## src/rtl/wpt_pkg.sv

```systemverilog
// Shared types and constants for the wheel pulse tachometer.
// No dependencies; every other file imports this package.
`default_nettype none

package wpt_pkg;

	localparam int unsigned TIME_W  = 32;
	localparam int unsigned CIRC_W  = 16;
	localparam int unsigned RATE_W  = 24;
	localparam int unsigned DIST_W  = 42;
	localparam int unsigned K_W     = 23;
	localparam int unsigned PROD_W  = 56;
	localparam int unsigned DPROD_W = TIME_W + CIRC_W;
	localparam int unsigned IDX_W   = 2;

	// Quotient bits left after the overflow check on the top dividend bits.
	localparam int unsigned DIV_STEPS = RATE_W;
	localparam int unsigned CNT_W     = $clog2(DIV_STEPS);

	localparam logic [K_W-1:0]    CENTI_RPM_PER_PULSE_MS = 23'd6000000;
	localparam logic [RATE_W-1:0] RATE_MAX = {RATE_W{1'b1}};
	localparam logic [DIST_W-1:0] DIST_MAX = {DIST_W{1'b1}};

	localparam logic [TIME_W-1:0] LOCKOUT_RST  = 32'd500000;
	localparam logic [TIME_W-1:0] INTERVAL_RST = 32'd1000;
	localparam logic [CIRC_W-1:0] CIRC_RST     = 16'd942;

	typedef enum logic [IDX_W-1:0] {
		REG_LOCKOUT  = 2'd0,
		REG_INTERVAL = 2'd1,
		REG_CIRC     = 2'd2
	} wpt_reg_t;

	typedef enum logic {
		OP_SENSOR = 1'b0,
		OP_REPORT = 1'b1
	} wpt_op_t;

	typedef enum logic [2:0] {
		ST_IDLE,
		ST_EXEC,
		ST_MULT,
		ST_PREP,
		ST_DIV,
		ST_FINISH
	} wpt_state_t;

	typedef struct packed {
		logic [TIME_W-1:0] lockout_us;
		logic [TIME_W-1:0] interval_ms;
		logic [CIRC_W-1:0] circumference_mm;
	} wpt_cfg_t;

	typedef struct packed {
		logic load;
		logic exec;
		logic mult;
		logic prep;
		logic div_step;
		logic finish;
	} wpt_cmd_t;

	typedef struct packed {
		logic need_div;
	} wpt_sts_t;

	typedef struct packed {
		logic              pulse_counted;
		logic              report_valid;
		logic [RATE_W-1:0] rate_centi_rpm;
		logic [TIME_W-1:0] total_pulses;
		logic [DIST_W-1:0] distance_mm;
	} wpt_res_t;

endpackage

`default_nettype wire

```

## src/rtl/wpt_dp.sv

```systemverilog
// Datapath: pulse/report state, rate and distance multipliers, serial divider.
// Depends on wpt_pkg; commanded by wpt_ctrl.
`default_nettype none

module wpt_dp
	import wpt_pkg::*;
(
	input  wire logic              clk,
	input  wire logic              arst_n,
	input  wire wpt_cmd_t          cmd,
	input  wire wpt_cfg_t          cfg,
	input  wire logic              in_op,
	input  wire logic              in_near,
	input  wire logic [TIME_W-1:0] in_time_us,
	input  wire logic [TIME_W-1:0] in_time_ms,
	output wpt_sts_t               sts,
	output wpt_res_t               res
);

	// tracked state
	logic [TIME_W-1:0] pulse_total_q;
	logic [TIME_W-1:0] last_pulse_time_q;
	logic              magnet_seen_q;
	logic [TIME_W-1:0] last_report_time_q;
	logic [TIME_W-1:0] last_report_total_q;

	// captured item and working registers
	logic              op_q;
	logic              near_q;
	logic [TIME_W-1:0] time_us_q;
	logic [TIME_W-1:0] time_ms_q;
	logic              counted_q;
	logic              valid_q;
	logic [TIME_W-1:0] delta_q;
	logic [TIME_W-1:0] elapsed_q;
	logic [PROD_W-1:0] prod_q;
	logic [DPROD_W-1:0] dprod_q;
	logic [DIST_W-1:0] dist_q;
	logic [TIME_W-1:0] rem_q;
	logic [RATE_W-1:0] quo_q;
	logic              sat_q;

	logic [TIME_W-1:0] since_pulse;
	logic [TIME_W-1:0] elapsed_now;
	logic [TIME_W-1:0] delta_now;
	logic              pulse_ok;
	logic              due;
	logic [PROD_W-1:0] num;
	logic              sat_now;
	logic [TIME_W:0]   trial;
	logic [TIME_W:0]   shifted;

	assign since_pulse = time_us_q - last_pulse_time_q;
	assign pulse_ok    = (op_q == OP_SENSOR) && near_q && !magnet_seen_q
		&& (since_pulse > cfg.lockout_us);
	assign elapsed_now = time_ms_q - last_report_time_q;
	assign delta_now   = pulse_total_q - last_report_total_q;
	assign due         = (op_q == OP_REPORT) && (elapsed_now >= cfg.interval_ms);

	// rounding: add half the divisor before dividing
	assign num     = prod_q + PROD_W'(elapsed_q[TIME_W-1:1]);
	// a quotient of 2^24 or more shows up as top dividend bits >= divisor
	assign sat_now = (num[PROD_W-1:RATE_W] >= elapsed_q);
	assign sts.need_div = valid_q && !sat_now;

	assign shifted = {rem_q, quo_q[RATE_W-1]};
	assign trial   = shifted - {1'b0, elapsed_q};

	always_ff @(posedge clk or negedge arst_n) begin
		if (!arst_n) begin
			pulse_total_q       <= '0;
			last_pulse_time_q   <= '0;
			magnet_seen_q       <= 1'b0;
			last_report_time_q  <= '0;
			last_report_total_q <= '0;
		end else if (cmd.exec) begin
			if (pulse_ok) begin
				pulse_total_q     <= pulse_total_q + 1'b1;
				last_pulse_time_q <= time_us_q;
				magnet_seen_q     <= 1'b1;
			end else if ((op_q == OP_SENSOR) && !near_q) begin
				magnet_seen_q <= 1'b0;
			end
			if (due) begin
				last_report_time_q  <= time_ms_q;
				last_report_total_q <= pulse_total_q;
			end
		end
	end

	always_ff @(posedge clk) begin
		if (cmd.load) begin
			op_q      <= in_op;
			near_q    <= in_near;
			time_us_q <= in_time_us;
			time_ms_q <= in_time_ms;
		end
		if (cmd.exec) begin
			counted_q <= pulse_ok;
			valid_q   <= due && (delta_now != '0);
			delta_q   <= delta_now;
			elapsed_q <= elapsed_now;
		end
		if (cmd.mult) begin
			prod_q  <= PROD_W'(delta_q) * PROD_W'(CENTI_RPM_PER_PULSE_MS);
			dprod_q <= DPROD_W'(pulse_total_q) * DPROD_W'(cfg.circumference_mm);
		end
		if (cmd.prep) begin
			rem_q <= num[PROD_W-1:RATE_W];
			quo_q <= num[RATE_W-1:0];
			sat_q <= sat_now;
			dist_q <= (dprod_q > DPROD_W'(DIST_MAX)) ? DIST_MAX : dprod_q[DIST_W-1:0];
		end
		// restoring division: quotient bits shift in where dividend bits leave
		if (cmd.div_step) begin
			if (!trial[TIME_W]) begin
				rem_q <= trial[TIME_W-1:0];
				quo_q <= {quo_q[RATE_W-2:0], 1'b1};
			end else begin
				rem_q <= shifted[TIME_W-1:0];
				quo_q <= {quo_q[RATE_W-2:0], 1'b0};
			end
		end
	end

	always_comb begin
		res.pulse_counted  = counted_q;
		res.report_valid   = valid_q;
		res.rate_centi_rpm = valid_q ? (sat_q ? RATE_MAX : quo_q) : '0;
		res.total_pulses   = pulse_total_q;
		res.distance_mm    = dist_q;
	end

endmodule

`default_nettype wire
```

## config.mk

```make
export PLATFORM = sky130hd
export DESIGN_NAME = wpt_dp
export DESIGN_NICKNAME = d
export VERILOG_FILES = /design/src/rtl/wpt_pkg.sv /design/src/rtl/wpt_dp.sv
export SDC_FILE = /design/constraint.sdc
export NUM_CORES = 2
export LEC_CHECK = 0
export BUFFER_PORTS_ARGS = -buffer_cell sky130_fd_sc_hd__buf_2
export CORE_MARGIN = 4
export CORE_UTILIZATION = 50
export DETAILED_ROUTE_END_ITERATION = 7
export PLACE_DENSITY = 0.67
export SLEW_MARGIN = 15
export SYNTH_ARGS = -nofsm -noshare
export SYNTH_HDL_FRONTEND = slang
export SYNTH_SLANG_ARGS = --single-unit
```

## constraint.sdc

```tcl
create_clock -name clk -period 8.7 [get_ports clk]
set_input_delay 0.87 -clock clk [delete_from_list [all_inputs] [get_ports clk]]
set_output_delay 0.87 -clock clk [all_outputs]
set_load 0.05 [all_outputs]
```

[Word level (Yosys, flattened, before mapping)]
Index checks and enable logic that the tools add are counted.
Storage, ports and cells
  register bits: 456
Operators by class
  $add $sub $neg: 6
  multipliers: 2
  order comparisons: 4
  multiplexer cells: 10
  bitwise operators: 1
  reductions and logical operators: 16
Operators by type and width (number)
  24-bit two-way mux: 4
  32-bit two-way mux: 3
  32-bit subtractor: 3
  32-bit greater-or-equal comparator: 2
  55-bit by 31-bit adder with 56-bit output: 1
  48-bit by 42-bit greater-than comparator with 1-bit output (second input constant): 1
  32-bit by 16-bit multiplier with 48-bit output: 1
  32-bit by 16-bit multiplier with 48-bit output (second input constant): 1
  33-bit by 32-bit subtractor with 33-bit output: 1
  32-bit by 1-bit adder with 32-bit output (second input constant): 1
  32-bit greater-than comparator: 1
  32-bit nonzero test: 1
  1-bit logical AND: 7
  2-bit AND reduction: 3
  2-bit nonzero test: 2
  1-bit logical NOT: 3
  1-bit two-way mux: 3
  1-bit inverter: 1

[Depth between registers and ports, before layout]
  word-level depth: 6
  mapped depth: 30
  gate-level depth less buffers: 28

[Least setup slack after synthesis]
Ideal clock, no wire load.
  path kind: register to register
  start: register pulse_total_q[9]
  end: register dprod_q[47] (data pin)
  arrival time: 6.757 ns
  path slack: 1.683 ns
  stages on the path, launching flop included: 26
  buffers on the path: 2
  period minus slack after synthesis: 7.017 ns
  cell sequence: dfrtp_1 -> clkbuf_1 -> clkbuf_1 -> nand2_1 -> fa_1 -> inv_1 -> fa_1 -> fa_1 -> fa_1 -> fa_1 -> inv_1 -> fa_1 -> inv_1 -> ha_1 -> a21o_1 -> a21o_1 -> a21o_1 -> a211o_1 -> a21oi_1 -> o21ai_1 -> a31o_2 -> a2bb2oi_1 -> a41oi_1 -> o21ai_1 -> a21oi_1 -> xnor2_1
On the way
  longest elaborated chain between the ends: 1
Ends and longest elaborated chain
  start: declaration: line wpt_dp.sv:21  | logic [TIME_W-1:0] pulse_total_q;
  start signal: assignment: line wpt_dp.sv:78  | pulse_total_q <= pulse_total_q + 1'b1;
  32-bit by 16-bit multiplier with 48-bit output: line wpt_dp.sv:106  | dprod_q <= DPROD_W'(pulse_total_q) * DPROD_W'(cfg.circumference_mm);
  end signal: assignment: line wpt_dp.sv:106
  end: declaration: line wpt_dp.sv:37  | logic [DPROD_W-1:0] dprod_q;
Every way passes these cells.
A chain may end at the register's enable or synchronous reset.

[Worst setup path in the final report]
  start: register prod_q[7]
  end: output port sts
On the way
  longest elaborated chain between the ends: 4
Ends and longest elaborated chain
  start: declaration: line wpt_dp.sv:36  | logic [PROD_W-1:0] prod_q;
  start signal: assignment: line wpt_dp.sv:105  | prod_q <= PROD_W'(delta_q) * PROD_W'(CENTI_RPM_PER_PULSE_MS);
  55-bit by 31-bit adder with 56-bit output: line wpt_dp.sv:61  | assign num = prod_q + PROD_W'(elapsed_q[TIME_W-1:1]);
  32-bit greater-or-equal comparator: line wpt_dp.sv:63  | assign sat_now = (num[PROD_W-1:RATE_W] >= elapsed_q);
  via sat_now: line wpt_dp.sv:49  | logic sat_now;
  1-bit logical NOT: line wpt_dp.sv:64  | assign sts.need_div = valid_q && !sat_now;
  1-bit logical AND: line wpt_dp.sv:64
  end: declaration: line wpt_dp.sv:16  | output wpt_sts_t sts,
The timed path passes the listed nets, and every way through them passes these cells.

==> results_dict.tcl <==
set metrics [dict create \
    outcome "finished, final reports clean" \
    r2r_slack_ns 1.12 \
    period_share_pct 87.4 \
    cts_hold_buf 0 \
    numCtsBuffers 54 \
    fmax_ghz 0.131 \
    clkTransAtPathRegs_ns 0.06 \
    io_buffers 253 \
    slew_viol_final 0 \
    routed_via_density 5.40 \
    drt_iter0_drc 2353 \
    ys.flop_type "edfxtp_1" \
    worstSkewPairLatency_ns 0.67 \
    setup_tns_ns 0 \
    worstReg2RegEnd "dprod_q[46]$_DFFE_PP_" \
    critical_path_class "flop to primary output" \
    drive_gt1_share_pct 8.46 \
    antenna_found_initial 10 \
    die_y_um 332 \
    avgSynthCellArea_sq_um 9.84 \
    r2r-start "pulse_total_q[9]$_DFFE_PN0P_" \
    grt_pass1_vias 38400 \
    ff2ff_path_depth 24 \
    async_reset_ff_share_pct 28.3 \
    start_kind "flop" \
    rows 118 \
    cts.sinks 456 \
    required_ns 7.83 \
    postCtsSetupRepairBufs 0 \
    fin_skew_ns 0.0471 \
    hpwl_mm 105 \
    grt_remaining_overflow 0 \
    grt_max_degree 67 \
    synth_edf_count 327 \
    min-delay-path-class "primary input to asynchronous set/reset pin" \
    ys_seq_area_share_pct 24.9 \
    cts_buffer_depth 3 \
    rsz0062_at_grt "false" \
    io_pins 255 \
    worst_slack_ns 1.09 \
    place_congestion 0.941 \
    start_util_pct 50.5 \
    maxCapViolations 0 \
    synth_warnings 0 \
    cts_tree "built" \
    critPathLaunch "prod_q[7]$_DFFE_PP_" \
    hold_viol_final 0 \
    crit_arrival_ns 6.74 \
    ys_ff_latch 456 \
    place_ws_ns 0.629 \
    synth.distinct_cells 90 \
    dieArea_sq_mm 0.110 \
    path_max_fanout 5 \
    end_kind "primary output" \
    ant_nets 0 \
    setup_violations 0 \
    root_buffer "clkbuf_16" \
    tightestPinTransition_ns 1.08 \
    wl_mm 130 \
    core_sq_mm 0.104 \
    crit_path_end "sts" \
    htreeDepth 2 \
    routedWlPerCell_um 18.8 \
    cts.repair.resized 0 \
    track_usage_pct 23.7 \
    die_x_um 332 \
    vias 37400 \
    area_growth_pct 8.92 \
    synthesis.nets 6686 \
    period_needed_ns 7.61 \
    nNetsFinal 6852 \
    synthCells 5323 \
    grt_first_pass_wirelength_mm 209 \
    drt_first_pass_iters 5 \
    drc 0 \
    syn_area_sq_mm 0.0524 \
    maxSlewHeadroom_pct 27.8 \
]
[Yosys cell counts, drive strengths merged, types with 68 or more instances]
library cell | number | area, sq um
inv | 1043 | 3920
fa | 650 | 13000
ha | 559 | 6990
nand2 | 491 | 1840
edfxtp | 327 | 9820
a21oi | 236 | 1180
and2 | 216 | 1350
nor2 | 193 | 724
xnor2 | 190 | 1660
o21ai | 184 | 921
a21o | 165 | 1240
clkbuf | 164 | 616
dfrtp | 129 | 3230
xor2 | 86 | 753
mux2 | 68 | 766
[flip-flops by register name, summed over array words and instances, names as in the netlist]
name / flops
prod_q: 48
delta_q: 32
near_q: 1
last_report_time_q: 32
time_ms_q: 32
time_us_q: 32
rem_q: 32
dprod_q: 48
sat_q: 1
last_report_total_q: 32
valid_q: 1
elapsed_q: 32
dist_q: 42
last_pulse_time_q: 32
op_q: 1
quo_q: 24
counted_q: 1
pulse_total_q: 32
magnet_seen_q: 1
[worst max-delay path, stage by stage (launching register included)]
cell and delay, ns:
edfxtp_1 0.45, ha_1 0.21, inv_1 0.06, fa_1 0.40
nor2b_1 0.14, o21ai_1 0.08, a21boi_1 0.26, o31ai_1 0.14
a21oi_1 0.26, o31a_1 0.31, a41oi_1 0.29, o31a_1 0.39
nor2_1 0.29, nand3_1 0.16, xnor2_1 0.41, ha_1 0.34
a21oi_1 0.13, nor2b_1 0.05, o21ai_0 0.15, nand2b_1 0.07
a21oi_1 0.15, nor2b_1 0.06, o21ai_0 0.16, nand2b_1 0.08
a221oi_1 0.38, o21ai_1 0.25, nor2_1 0.14, buf_2 0.28
[metal layers]
layer / GRT usage [%] / vias to the layer above / share of wire, %
li1: - / 17600 / -
met1: 31.8 / 18700 / 43
met2: 40.0 / 925 / 48
met3: 3.80 / 204 / 5.5
met4: 6.90 / 0 / 3.1
met5: 0 / - / 0
[kinds of logic after synthesis]
family	synth area share [%]
AOI/OAI and AO/OA	9.94
xor gates and xnor gates	4.61
adders and majority gates	38.2
buffers and inverters	8.89
DFF	24.9
muxes	1.84
and+or+nand+nor	11.6
[cells in the final DEF, fill, tap and decap left out, types with 190 or more instances in the layout]
| cell type | netlist | routed |
|---|---|---|
| nor2_1 | 193 | 193 |
| xnor2_1 | 190 | 190 |
| edfxtp_1 | 327 | 327 |
| inv_1 | 1042 | 1042 |
| nand2_1 | 491 | 490 |
| fa_1 | 650 | 650 |
| ha_1 | 559 | 559 |
| and2_1 | 216 | 215 |
| a21oi_1 | 235 | 235 |
| buf_2 | 3 | 250 |
[final cells by class]
type / count / area, sq um
fillers: 9173 / 46700
multi-input cells: 3638 / 34700
flip-flops and latches: 456 / 13000
inverters: 1045 / 3940
well taps: 1380 / 1730
repair buffers: 294 / 1590
clock buffers: 66 / 1510
clock inverters: 35 / 541
diodes: 8 / 20.0
[per-stage QoR]
stage | instance area (sq um) | utilization [%] | cells | hold slack, ns
4_1_cts | 57100 | 55.0 | 6914 | 0.216
5_1_grt | 57100 | 55.0 | 6920 | 0.258
3_3_place_gp | 55000 | 53.0 | 6813 | 0.452
6_report | 57100 | 55.0 | 6922 | 0.217
3_5_place_dp | 55000 | 53.0 | 6813 | 0.475
2_1_floorplan | 52400 | - | 5323 | 0.443
[worst min path at each step]
stage                                                  start                            endpoint  slack, ns  depth (start not counted)
final                                                 arst_n    last_pulse_time_q[1]$_DFFE_PN0P_       0.22                          1
after detailed placement  last_report_time_q[19]$_DFFE_PN0P_  last_report_time_q[19]$_DFFE_PN0P_       0.47                          1
after global routing                                  arst_n   last_report_time_q[5]$_DFFE_PN0P_       0.26                          1
after global placement             magnet_seen_q$_DFFE_PN0P_           magnet_seen_q$_DFFE_PN0P_       0.45                          1
after floorplan                    magnet_seen_q$_DFFE_PN0P_           magnet_seen_q$_DFFE_PN0P_       0.44                          1
after CTS                                             arst_n  last_report_time_q[10]$_DFFE_PN0P_       0.22                          1
Power is not shown: default switching activity piles up to over one toggle a cycle in this logic, so the estimate is an artifact.
