## src/rtl/wpt_pkg.sv

```systemverilog
// Shared types and constants for the wheel pulse tachometer.
// No dependencies; every other file imports this package.
`default_nettype none

package wpt_pkg;

	localparam int unsigned TIME_W  = 32;
	localparam int unsigned CIRC_W  = 16;
	localparam int unsigned RATE_W  = 24;
	localparam int unsigned DIST_W  = 42;
	localparam int unsigned K_W     = 23;
	localparam int unsigned PROD_W  = 56;
	localparam int unsigned DPROD_W = TIME_W + CIRC_W;
	localparam int unsigned IDX_W   = 2;

	// Quotient bits left after the overflow check on the top dividend bits.
	localparam int unsigned DIV_STEPS = RATE_W;
	localparam int unsigned CNT_W     = $clog2(DIV_STEPS);

	localparam logic [K_W-1:0]    CENTI_RPM_PER_PULSE_MS = 23'd6000000;
	localparam logic [RATE_W-1:0] RATE_MAX = {RATE_W{1'b1}};
	localparam logic [DIST_W-1:0] DIST_MAX = {DIST_W{1'b1}};

	localparam logic [TIME_W-1:0] LOCKOUT_RST  = 32'd500000;
	localparam logic [TIME_W-1:0] INTERVAL_RST = 32'd1000;
	localparam logic [CIRC_W-1:0] CIRC_RST     = 16'd942;

	typedef enum logic [IDX_W-1:0] {
		REG_LOCKOUT  = 2'd0,
		REG_INTERVAL = 2'd1,
		REG_CIRC     = 2'd2
	} wpt_reg_t;

	typedef enum logic {
		OP_SENSOR = 1'b0,
		OP_REPORT = 1'b1
	} wpt_op_t;

	typedef enum logic [2:0] {
		ST_IDLE,
		ST_EXEC,
		ST_MULT,
		ST_PREP,
		ST_DIV,
		ST_FINISH
	} wpt_state_t;

	typedef struct packed {
		logic [TIME_W-1:0] lockout_us;
		logic [TIME_W-1:0] interval_ms;
		logic [CIRC_W-1:0] circumference_mm;
	} wpt_cfg_t;

	typedef struct packed {
		logic load;
		logic exec;
		logic mult;
		logic prep;
		logic div_step;
		logic finish;
	} wpt_cmd_t;

	typedef struct packed {
		logic need_div;
	} wpt_sts_t;

	typedef struct packed {
		logic              pulse_counted;
		logic              report_valid;
		logic [RATE_W-1:0] rate_centi_rpm;
		logic [TIME_W-1:0] total_pulses;
		logic [DIST_W-1:0] distance_mm;
	} wpt_res_t;

endpackage

`default_nettype wire

```

## src/rtl/wpt_ctrl.sv

```systemverilog
// Controller FSM: sequences capture, update, multiply, prepare, divide, finish.
// Depends on wpt_pkg; drives the datapath through wpt_cmd_t.
`default_nettype none

module wpt_ctrl
	import wpt_pkg::*;
(
	input  wire logic     clk,
	input  wire logic     arst_n,
	input  wire logic     in_valid,
	input  wire logic     out_free,
	input  wire wpt_sts_t sts,
	output logic          in_ready,
	output wpt_cmd_t      cmd
);

	wpt_state_t state_q, state_nxt;
	logic [CNT_W-1:0] cnt_q;
	logic last_step;

	assign last_step = (cnt_q == CNT_W'(DIV_STEPS - 1));

	always_ff @(posedge clk or negedge arst_n) begin
		if (!arst_n) begin
			state_q <= ST_IDLE;
			cnt_q   <= '0;
		end else begin
			state_q <= state_nxt;
			if (state_q == ST_DIV) begin
				cnt_q <= cnt_q + 1'b1;
			end else begin
				cnt_q <= '0;
			end
		end
	end

	always_comb begin
		state_nxt = state_q;
		case (state_q)
			ST_IDLE: begin
				if (in_valid) state_nxt = ST_EXEC;
			end
			ST_EXEC:   state_nxt = ST_MULT;
			ST_MULT:   state_nxt = ST_PREP;
			ST_PREP: begin
				state_nxt = sts.need_div ? ST_DIV : ST_FINISH;
			end
			ST_DIV: begin
				if (last_step) state_nxt = ST_FINISH;
			end
			ST_FINISH: begin
				if (out_free) state_nxt = ST_IDLE;
			end
			default:   state_nxt = ST_IDLE;
		endcase
	end

	always_comb begin
		in_ready = 1'b0;
		cmd      = '0;
		case (state_q)
			ST_IDLE: begin
				in_ready = 1'b1;
				cmd.load = in_valid;
			end
			ST_EXEC:   cmd.exec     = 1'b1;
			ST_MULT:   cmd.mult     = 1'b1;
			ST_PREP:   cmd.prep     = 1'b1;
			ST_DIV:    cmd.div_step = 1'b1;
			ST_FINISH: cmd.finish   = out_free;
			default: begin
				in_ready = 1'b0;
			end
		endcase
	end

endmodule

`default_nettype wire

```

## config.mk

```make
export PLATFORM = sky130hd
export DESIGN_NAME = wpt_ctrl
export DESIGN_NICKNAME = d
export VERILOG_FILES = /design/src/rtl/wpt_pkg.sv /design/src/rtl/wpt_ctrl.sv
export SDC_FILE = /design/constraint.sdc
export NUM_CORES = 1
export LEC_CHECK = 0
export BUFFER_PORTS_ARGS = -buffer_cell sky130_fd_sc_hd__buf_2
export CORE_AREA = 8 8 45 47
export CTS_BUF_LIST = sky130_fd_sc_hd__clkbuf_4
export CTS_CLUSTER_DIAMETER = 40
export DETAILED_ROUTE_END_ITERATION = 10
export DIE_AREA = 0 0 53 55
export GPL_TIMING_DRIVEN = 0
export PLACE_DENSITY = 0.53
export SYNTH_ARGS = -nofsm -noshare
export SYNTH_HDL_FRONTEND = slang
export SYNTH_SLANG_ARGS = --single-unit
```

## constraint.sdc

```tcl
create_clock -name clk -period 1 [get_ports clk]
set_input_delay 0.1 -clock clk [delete_from_list [all_inputs] [get_ports clk]]
set_output_delay 0.1 -clock clk [all_outputs]
set_load 0.05 [all_outputs]
```

Word-level counts from Yosys, hierarchy flattened
Index checks and enable logic that the tools add are counted.
{"block": "totals", "ff_bits": 8, "latch_bits": 0, "ramBits": 0, "rom_bits": 0, "in_bits": 5, "output_inout_bits": 7, "wordCells": 27, "memories": 0}
{"block": "op_classes", "n_addsub": 1, "multipliers": 0, "n_div": 0, "magnitude_cmp": 0, "eq_ne": 9, "shifts": 0, "n_mux": 13, "n_bitwise": 0, "reduce_logical": 2}
{"cell": "$pmux W3 S6", "count": 1}
{"cell": "$mux W3", "count": 3}
{"cell": "$mux W1", "count": 8}
{"cell": "$eq A3 B2 Y1 const B", "count": 2}
{"cell": "$eq A3 B3 Y1 const B", "count": 2}
{"cell": "$ne A2 B2 Y1 const B", "count": 3}
{"cell": "$add A5 B1 Y5 const B", "count": 1}
{"cell": "$eq A5 B5 Y1 const B", "count": 1}
{"cell": "$mux W5", "count": 1}
{"cell": "$eq A3 B1 Y1 const B", "count": 1}
{"cell": "$logic_not A3 Y1", "count": 1}
{"cell": "$reduce_and A3 Y1", "count": 1}

Longest topological paths before layout
Gate-level depths: netlist of the first run.
{"block": "depth", "depth_word": 3, "mapped_depth": 4, "mapped_depth_nobuf": 4}

Worst setup path before layout of the first run
No wires, ideal clock.
{"block": "synth_timing", "kind": "reg-to-output", "start": "register state_q[0]", "end": "output cmd[5] (netlist name)", "t_arrival_ns": 2.193, "t_required_ns": 0.900, "slack_ns": -1.293, "path_stages_with_launch": 4, "path_buffers": 1, "cell_sequence": "dfrtp_1 > buf_2 > nor3_1 > and2_1"}
{"item": "start, declared", "line_no": "wpt_ctrl.sv:17", "source": "wpt_state_t state_q, state_nxt;"}
{"item": "start signal, assigned", "line_no": "wpt_ctrl.sv:28", "source": "state_q <= state_nxt;"}
{"item": "end, declared", "line_no": "wpt_ctrl.sv:14", "source": "output wpt_cmd_t cmd"}

==> results of run 1 <==
worst max-delay path: stages (launching register included):
cell	delay, ns
dfrtp_2	0.43
buf_12	0.14
nor3_4	0.18
and2_4	0.17
buf_8	0.13
worst min-delay path by stage:
stage | to | slack, ns | cells past startpoint | startpoint
CTS | state_q[0]$_DFFE_PN0P_ | 0.11 | 4 | sts
detailed placement | cnt_q[1]$_DFF_PN0_ | -0.05 | 1 | arst_n
global placement | cnt_q[1]$_DFF_PN0_ | -0.05 | 1 | arst_n
floorplan | cnt_q[0]$_DFF_PN0_ | -0.20 | 0 | arst_n
finish | state_q[0]$_DFFE_PN0P_ | 0.13 | 4 | sts
global route | state_q[0]$_DFFE_PN0P_ | 0.16 | 4 | sts
state kept, by name, indices dropped and copies added (netlist names):
register  flops
state_q       3
cnt_q         5
power groups by stage:
stage | clock [W] | sequential, W | combinational, W
final | 0.000246 | 0.000494 | 0.00201
after global routing | 0.000266 | 0.000504 | 0.00213
after CTS | 0.000255 | 0.000487 | 0.00185
after detailed placement | 0 | 0.000562 | 0.00113
after global placement | 0 | 0.000566 | 0.00113
after floorplan | 0 | 0.000539 | 0.000960
final cells by class:
class | instances | share of cell area, %
plain buffers | 1 | 1.368
clock buffers | 3 | 2.736
inverters | 1 | 1.368
multi-input cells | 32 | 35.41
flip-flops and latches | 8 | 24.62
well taps | 16 | 2.432
repair buffers | 25 | 32.07
cells by family after synthesis:
logic type | count (synthesis) | synth area share (%)
buffers and inverters | 2 | 2.106
adder cells (fa/ha/maj) | 1 | 3.012
AO/OA/AOI/OAI | 6 | 9.639
flip-flops | 8 | 48.19
AND/OR/NAND/NOR | 22 | 30.72
XOR/XNOR | 3 | 6.326
per-stage QoR:
step	cell area [µm²]	utilization [%]	hold WS, ns	TNS, ns
after floorplan	483.0	-	-0.1956	-1.776
after global routing	823.3	59.49	0.1642	-3.940
after CTS	778.2	56.24	0.1104	-3.255
after global placement	558.0	40.33	-0.04963	-1.909
final	823.3	59.49	0.1336	-3.312
after detailed placement	558.0	40.33	-0.04958	-1.888
what timing repair did:
item,CTS,global route
gates cloned,1,0
gates resized for setup,28,9
pin swaps,7,3
setup buffers,11,2
setup endpoints to repair,15,15
hold buffers,1,0
hold endpoints to repair,8,0
Yosys cell counts (all sizes together):
| cell | count |
|---|---|
| dfrtp | 8 |
| nor2 | 6 |
| or2 | 3 |
| a21oi | 2 |
| and2 | 2 |
| nand2 | 2 |
| nand2b | 2 |
| nand3 | 2 |
| nor3b | 2 |
| xor2 | 2 |
| a211o | 1 |
| a2bb2oi | 1 |
| and3b | 1 |
| buf | 1 |
| ha | 1 |
| inv | 1 |
| nand4b | 1 |
| nor3 | 1 |
| o21ai | 1 |
| o21bai | 1 |
| xnor2 | 1 |
metal layers:
layer  global-route usage [%]  wire [µm]  vias up
met4                    6.466          0        0
met5                        0          0        -
met1                    9.568        431      187
met3                    2.139         55        0
li1                         -          -      199
met2                    13.09        566        6
==> summary.md, run 1 <==
| Metric | Value |
|---|---|
| Via density | `4.558` |
| Crit start category | `flop` |
| Leakage power | `0.3681 nW` |
| Overall Power | `0.002746 W` |
| Violated checks | `negative setup slack` |
| Final WL | `1053 µm` |
| Area leader, netlist | `dfrtp_1` |
| R2R Path Start | `state_q[1]$_DFFE_PN0P_` |
| Combinational share of power | `73.0%` |
| IO Count | `12` |
| Syn nets | `48` |
| Initial antenna violation count | `0` |
| Dominant cells by area after synthesis | `dfrtp_1 48%, nor2_1 5.4%, xor2_1 4.2%` |
| Worst reg2reg endpoint | `state_q[2]$_DFFE_PN0P_` |
| Routed WL per cell | `12.24 µm` |
| CTS tree | `yes` |
| TritonRoute pass-1 iters | `3` |
| Path depth of the worst reg2reg path | `4` |
| Max frequency | `720.7 MHz` |
| Fillers | `121` |
| Die Ht | `55 µm` |
| Fin crit period | `1.387 ns` |
| Register bit count reported by yosys | `8` |
| ANT nets after route | `0` |
| Clock group share of total power | `9.0%` |
| CP Capture Type | `output port` |
| Via count | `392` |
| GP Congestion | `0.6310` |
| Core area | `0.001384 mm²` |
| CTS buffer count | `3` |
| Port Buffers | `11` |
| Critical path class | `reg -> out` |
| Cell-internal power | `0.001608 W` |
| Layout Skew | `0.009384 ns` |
| Critical path peak fanout | `4` |
| Die width | `53 µm` |
| Hold crit path type | `in -> reg` |
| Crit path DAT | `1.29 ns` |
| DRC | `0` |
| WP data required | `0.90 ns` |
| Vias in the first global route | `402` |
| Seq pwr share | `18.0%` |
| Site Rows | `14` |
| Max Transition Viols Final | `0` |
| Power per cell area | `3336 mW/mm²` |
| Slew HR | `80.75%` |
| Max Buffers Root-to-Sink | `2` |
| Area occupied by multi-input gates | `291.5 µm²` |
| Final hold vios | `0` |
| Total grt overflow | `0` |
| Sequential cell area | `202.7 µm²` |
| Peak VDD IR | `1.342 mV` |
| Unrepaired setup endpoints after global routing | `yes` |
| Initial Utilization | `30.02%` |
| Commonest non-fill, non-tap cells in the layout | `10 x buf_6, 6 x dfrtp_1, 5 x buf_8, 5 x buf_4, 4 x buf_2` |
| Critical path launch point | `state_q[1]$_DFFE_PN0P_` |
| Mean Syn Cell Area | `9.890 µm²` |
| Syn-to-layout area delta | `98.19%` |
| Netlist cell types | `23` |
| Status | `finished with violations` |
| R2R setup slack | `-0.22 ns` |
| Clk Latency, worst-skew pair | `0.25 ns` |
| First-pass GRT wire length | `1773 µm` |
| Sequential share of the synthesized area | `48.19%` |
| Antenna Diode Count | `0` |
| Final #Nets | `78` |
| Net Sw Frac | `41.47%` |
| Share of post-route cells with drive strength above 1 | `68.57%` |
| DIE AREA | `0.002915 mm²` |
| End of the critical path | `cmd[5]` |
| Total number of yosys warnings | `0` |
| Least-Margin Pin Slew | `0.2878 ns` |
| Place WS | `-0.3598 ns` |
| CTS Root Cell | `clkbuf_4` |
| Psw | `0.001139 W` |
| Total of max-cap violations | `0` |
| Total track usage | `8.352%` |
| Mapped Cells | `42` |
| Synth top area share | `48.19%` |
| H-Tree Depth | `1` |
| Setup violations, final | `15` |
| Final period utilization | `138.7%` |
| Post-Syn Area | `415.4 µm²` |
| Sink Count | `8` |
| Non-Filler Instances | `86` |
| Reg clk slew, reported paths | `0.06 ns` |
| Post-route setup slack | `-0.3875 ns` |
| Largest net degree at the start of global routing | `9` |
| Initial DRC Count | `2` |
| Commonest non-fill, non-tap cell in the layout | `buf_6` |
| Placed cells | `69` |
Note: power is estimated with default switching activity, not from simulation.
==> inputs of run 2 (changes only) <==
Settings changed: REMOVE_ABC_BUFFERS set to 1.
==> run 2 against run 1 <==
  * The flow still finishes with violations (negative setup slack)
  * Clock skew fell by 0.0056 ns
  * Final cell count shrank 2.3%
  * Critical path depth unchanged
  * Die area is the same
  * Utilization shrank 4.9 points
  * Setup slack worse by 0.0036 ns
  * Largest power group unchanged
  * Largest cell class unchanged
  * Critical endpoint is now cmd[1]
  * Clock power down 2%
  * Count of clock-buffer cells in the layout unchanged
  * Non-clock buffer count shrank 2
==> summary.md, run 2 (synthesized netlist as in run 1, its figures left out) <==
| Metric | Value |
|---|---|
| Met3 usage | `2.139% (unchanged)` |
| Max FFs per register | `5 (unchanged)` |
| Power per cell area | `3187 mW/mm² (-4.5%)` |
| Final WL | `1120 µm (+6.4%)` |
| GP Congestion | `0.7012 (+11%)` |
| Critical path peak fanout | `5 (+1)` |
| Sequential cell area | `203.9 µm² (+0.62%)` |
| Commonest non-fill, non-tap cell in the layout | `buf_4` |
| CTS Root Cell | `clkbuf_4` |
| DIE AREA | `0.002915 mm² (unchanged)` |
| Area occupied by multi-input gates | `281.5 µm² (-3.4%)` |
| Share of post-route cells with drive strength above 1 | `72.06% (+3.5 points)` |
| Unrepaired setup endpoints after global routing | `yes` |
| Critical path class | `reg -> out` |
| Sink Count | `8 (unchanged)` |
| Via count | `405 (+3.3%)` |
| Setup tns final | `-3.773 ns (-0.4606 ns)` |
| IO Count | `12 (unchanged)` |
| Max Transition Viols Final | `0 (unchanged)` |
| R2R setup slack | `-0.25 ns (-0.03 ns)` |
| Status | `finished with violations` |
| Post-route cell area | `755.7 µm² (-8.2%)` |
| Commonest non-fill, non-tap cells in the layout | `9 x buf_4, 7 x buf_6, 5 x dfrtp_1` |
| Leakage power | `0.3454 nW (-6.2%)` |
| Reg clk slew, reported paths | `0.05 ns (about the same)` |
| Least-Margin Pin Slew | `0.2492 ns (-0.03864 ns)` |
| Antenna Diode Count | `0 (unchanged)` |
| CP Capture Type | `output port` |
| Clk Latency, worst-skew pair | `0.25 ns (about the same)` |
| Post-route setup slack | `-0.3911 ns (-0.003605 ns)` |
| Met1 usage | `6.357% (-3.2 points)` |
| CTS tree | `yes` |
| Die Ht | `55 µm (unchanged)` |
| TritonRoute pass-1 iters | `2 (-1)` |
| Min-delay src | `sts` |
| Worst reg2reg endpoint | `cnt_q[4]$_DFF_PN0_` |
| Total of max-cap violations | `0 (unchanged)` |
| Total grt overflow | `0 (unchanged)` |
| Max frequency | `718.9 MHz (-0.26%)` |
| Post-place instance area | `485.5 µm² (-13%)` |
| Biggest regs | `cnt_q: 5 flops, state_q: 3 flops` |
| First-pass GRT wire length | `1504 µm (-15%)` |
| Top reg by flops | `cnt_q` |
| Routed WL per cell | `13.33 µm (+8.9%)` |
| Site Rows | `14 (unchanged)` |
| Final hold vios | `0 (unchanged)` |
| R2R Path Start | `state_q[1]$_DFFE_PN0P_` |
| Hold path depth | `4 (unchanged)` |
| Fillers | `117 (-3.3%)` |
| Crit path DAT | `1.29 ns (about the same)` |
| WP data required | `0.90 ns (about the same)` |
| Violated checks | `negative setup slack` |
| Initial Utilization | `30.02% (unchanged)` |
| Post-DP HPWL | `599.3 µm` |
| GR Util met2 | `12.89% (-0.20 points)` |
| GR peak layer | `met2` |
| Largest net degree at the start of global routing | `9 (unchanged)` |
| Total track usage | `6.990% (-1.4 points)` |
| Syn-to-layout area delta | `81.93%` |
| Die width | `53 µm (unchanged)` |
| Fin crit period | `1.391 ns (+0.003605 ns)` |
| Hold crit path type | `in -> reg` |
| Via density | `4.821 (+5.8%)` |
| Crit start category | `flop` |
| ANT nets after route | `0 (unchanged)` |
| Vias in the first global route | `403 (+0.25%)` |
| Final #Nets | `76 (-2.6%)` |
| Slew HR | `83.33% (+2.6 points)` |
| Hold Slack | `0.1712 ns (+0.03759 ns)` |
| Initial antenna violation count | `0 (unchanged)` |
| CTS buffer count | `3 (unchanged)` |
| Max Buffers Root-to-Sink | `2 (unchanged)` |
| DRC | `0 (unchanged)` |
| Path depth of the worst reg2reg path | `5 (+1)` |
| Layout Skew | `0.003770 ns (-0.005614 ns)` |
| Setup violations, final | `15 (unchanged)` |
| Placed cells | `68 (-1.4%)` |
| Initial DRC Count | `2 (unchanged)` |
| H-Tree Depth | `1 (unchanged)` |
| Port Buffers | `11 (unchanged)` |
| Worst Hold Endpoint | `state_q[0]$_DFFE_PN0P_` |
| Peak VDD IR | `1.217 mV (-9.3%)` |
| Final period utilization | `139.1% (+0.36 points)` |
| Core area | `0.001384 mm² (unchanged)` |
| Non-Filler Instances | `84 (-2.3%)` |
-- run 2: layout make-up --
type	instances	share of cell area [%]
Sequential cell	8	26.99
Inverter	1	0.8278
Multi-Input combinational cell	32	37.25
Tap cell	16	2.649
Clock buffer	3	2.980
Timing Repair Buffer	24	29.30
-- run 2: worst max-delay path by stage --
| stage | start | endpoint | cells past startpoint |
|---|---|---|---|
| after floorplan | state_q[0]$_DFFE_PN0P_ | cmd[5] | 2 |
| after CTS | state_q[1]$_DFFE_PN0P_ | cmd[1] | 4 |
| final | state_q[1]$_DFFE_PN0P_ | cmd[1] | 4 |
| after global placement | state_q[1]$_DFFE_PN0P_ | cmd[1] | 4 |
| after global routing | state_q[1]$_DFFE_PN0P_ | cmd[1] | 4 |
| after detailed placement | state_q[1]$_DFFE_PN0P_ | cmd[1] | 4 |
-- run 2: routing by layer --
layer	wire length, µm	vias to the layer above
met1	396	193
met4	0	0
li1	-	202
met2	637	10
met3	86	0
met5	0	-
-- run 2: timing repair --
item,4_1_cts,5_1_grt
hold buffers,1,0
resized for setup,31,15
endpoints found under the setup margin,15,15
pin swaps,7,4
endpoints found under the hold margin,8,0
setup buffers,7,7
-- run 2: critical path, cell delays in order (launching register included) --
cell and delay (ns):
dfrtp_2 0.43, nand2b_4 0.15, or2_4 0.25, inv_4 0.07
buf_8 0.14
-- run 2: where the power goes --
group	internal, W	switching, W	leakage [nW]
logic	0.000794	0.000844	0.228
registers	0.000407	0.000122	0.104
clock network	0.000137	0.000105	0.0138
-- run 2: through the flow --
| step | setup WS (ns) | utilization (%) | total power (W) |
|---|---|---|---|
| 6_report | -0.3911 | 54.61 | 0.002409 |
| 4_1_cts | -0.4070 | 48.19 | 0.002151 |
| 3_5_place_dp | -0.3260 | 35.08 | 0.001406 |
| 2_1_floorplan | -1.255 | - | 0.001184 |
| 5_1_grt | -0.4293 | 54.61 | 0.002532 |
| 3_3_place_gp | -0.3403 | 35.08 | 0.001409 |
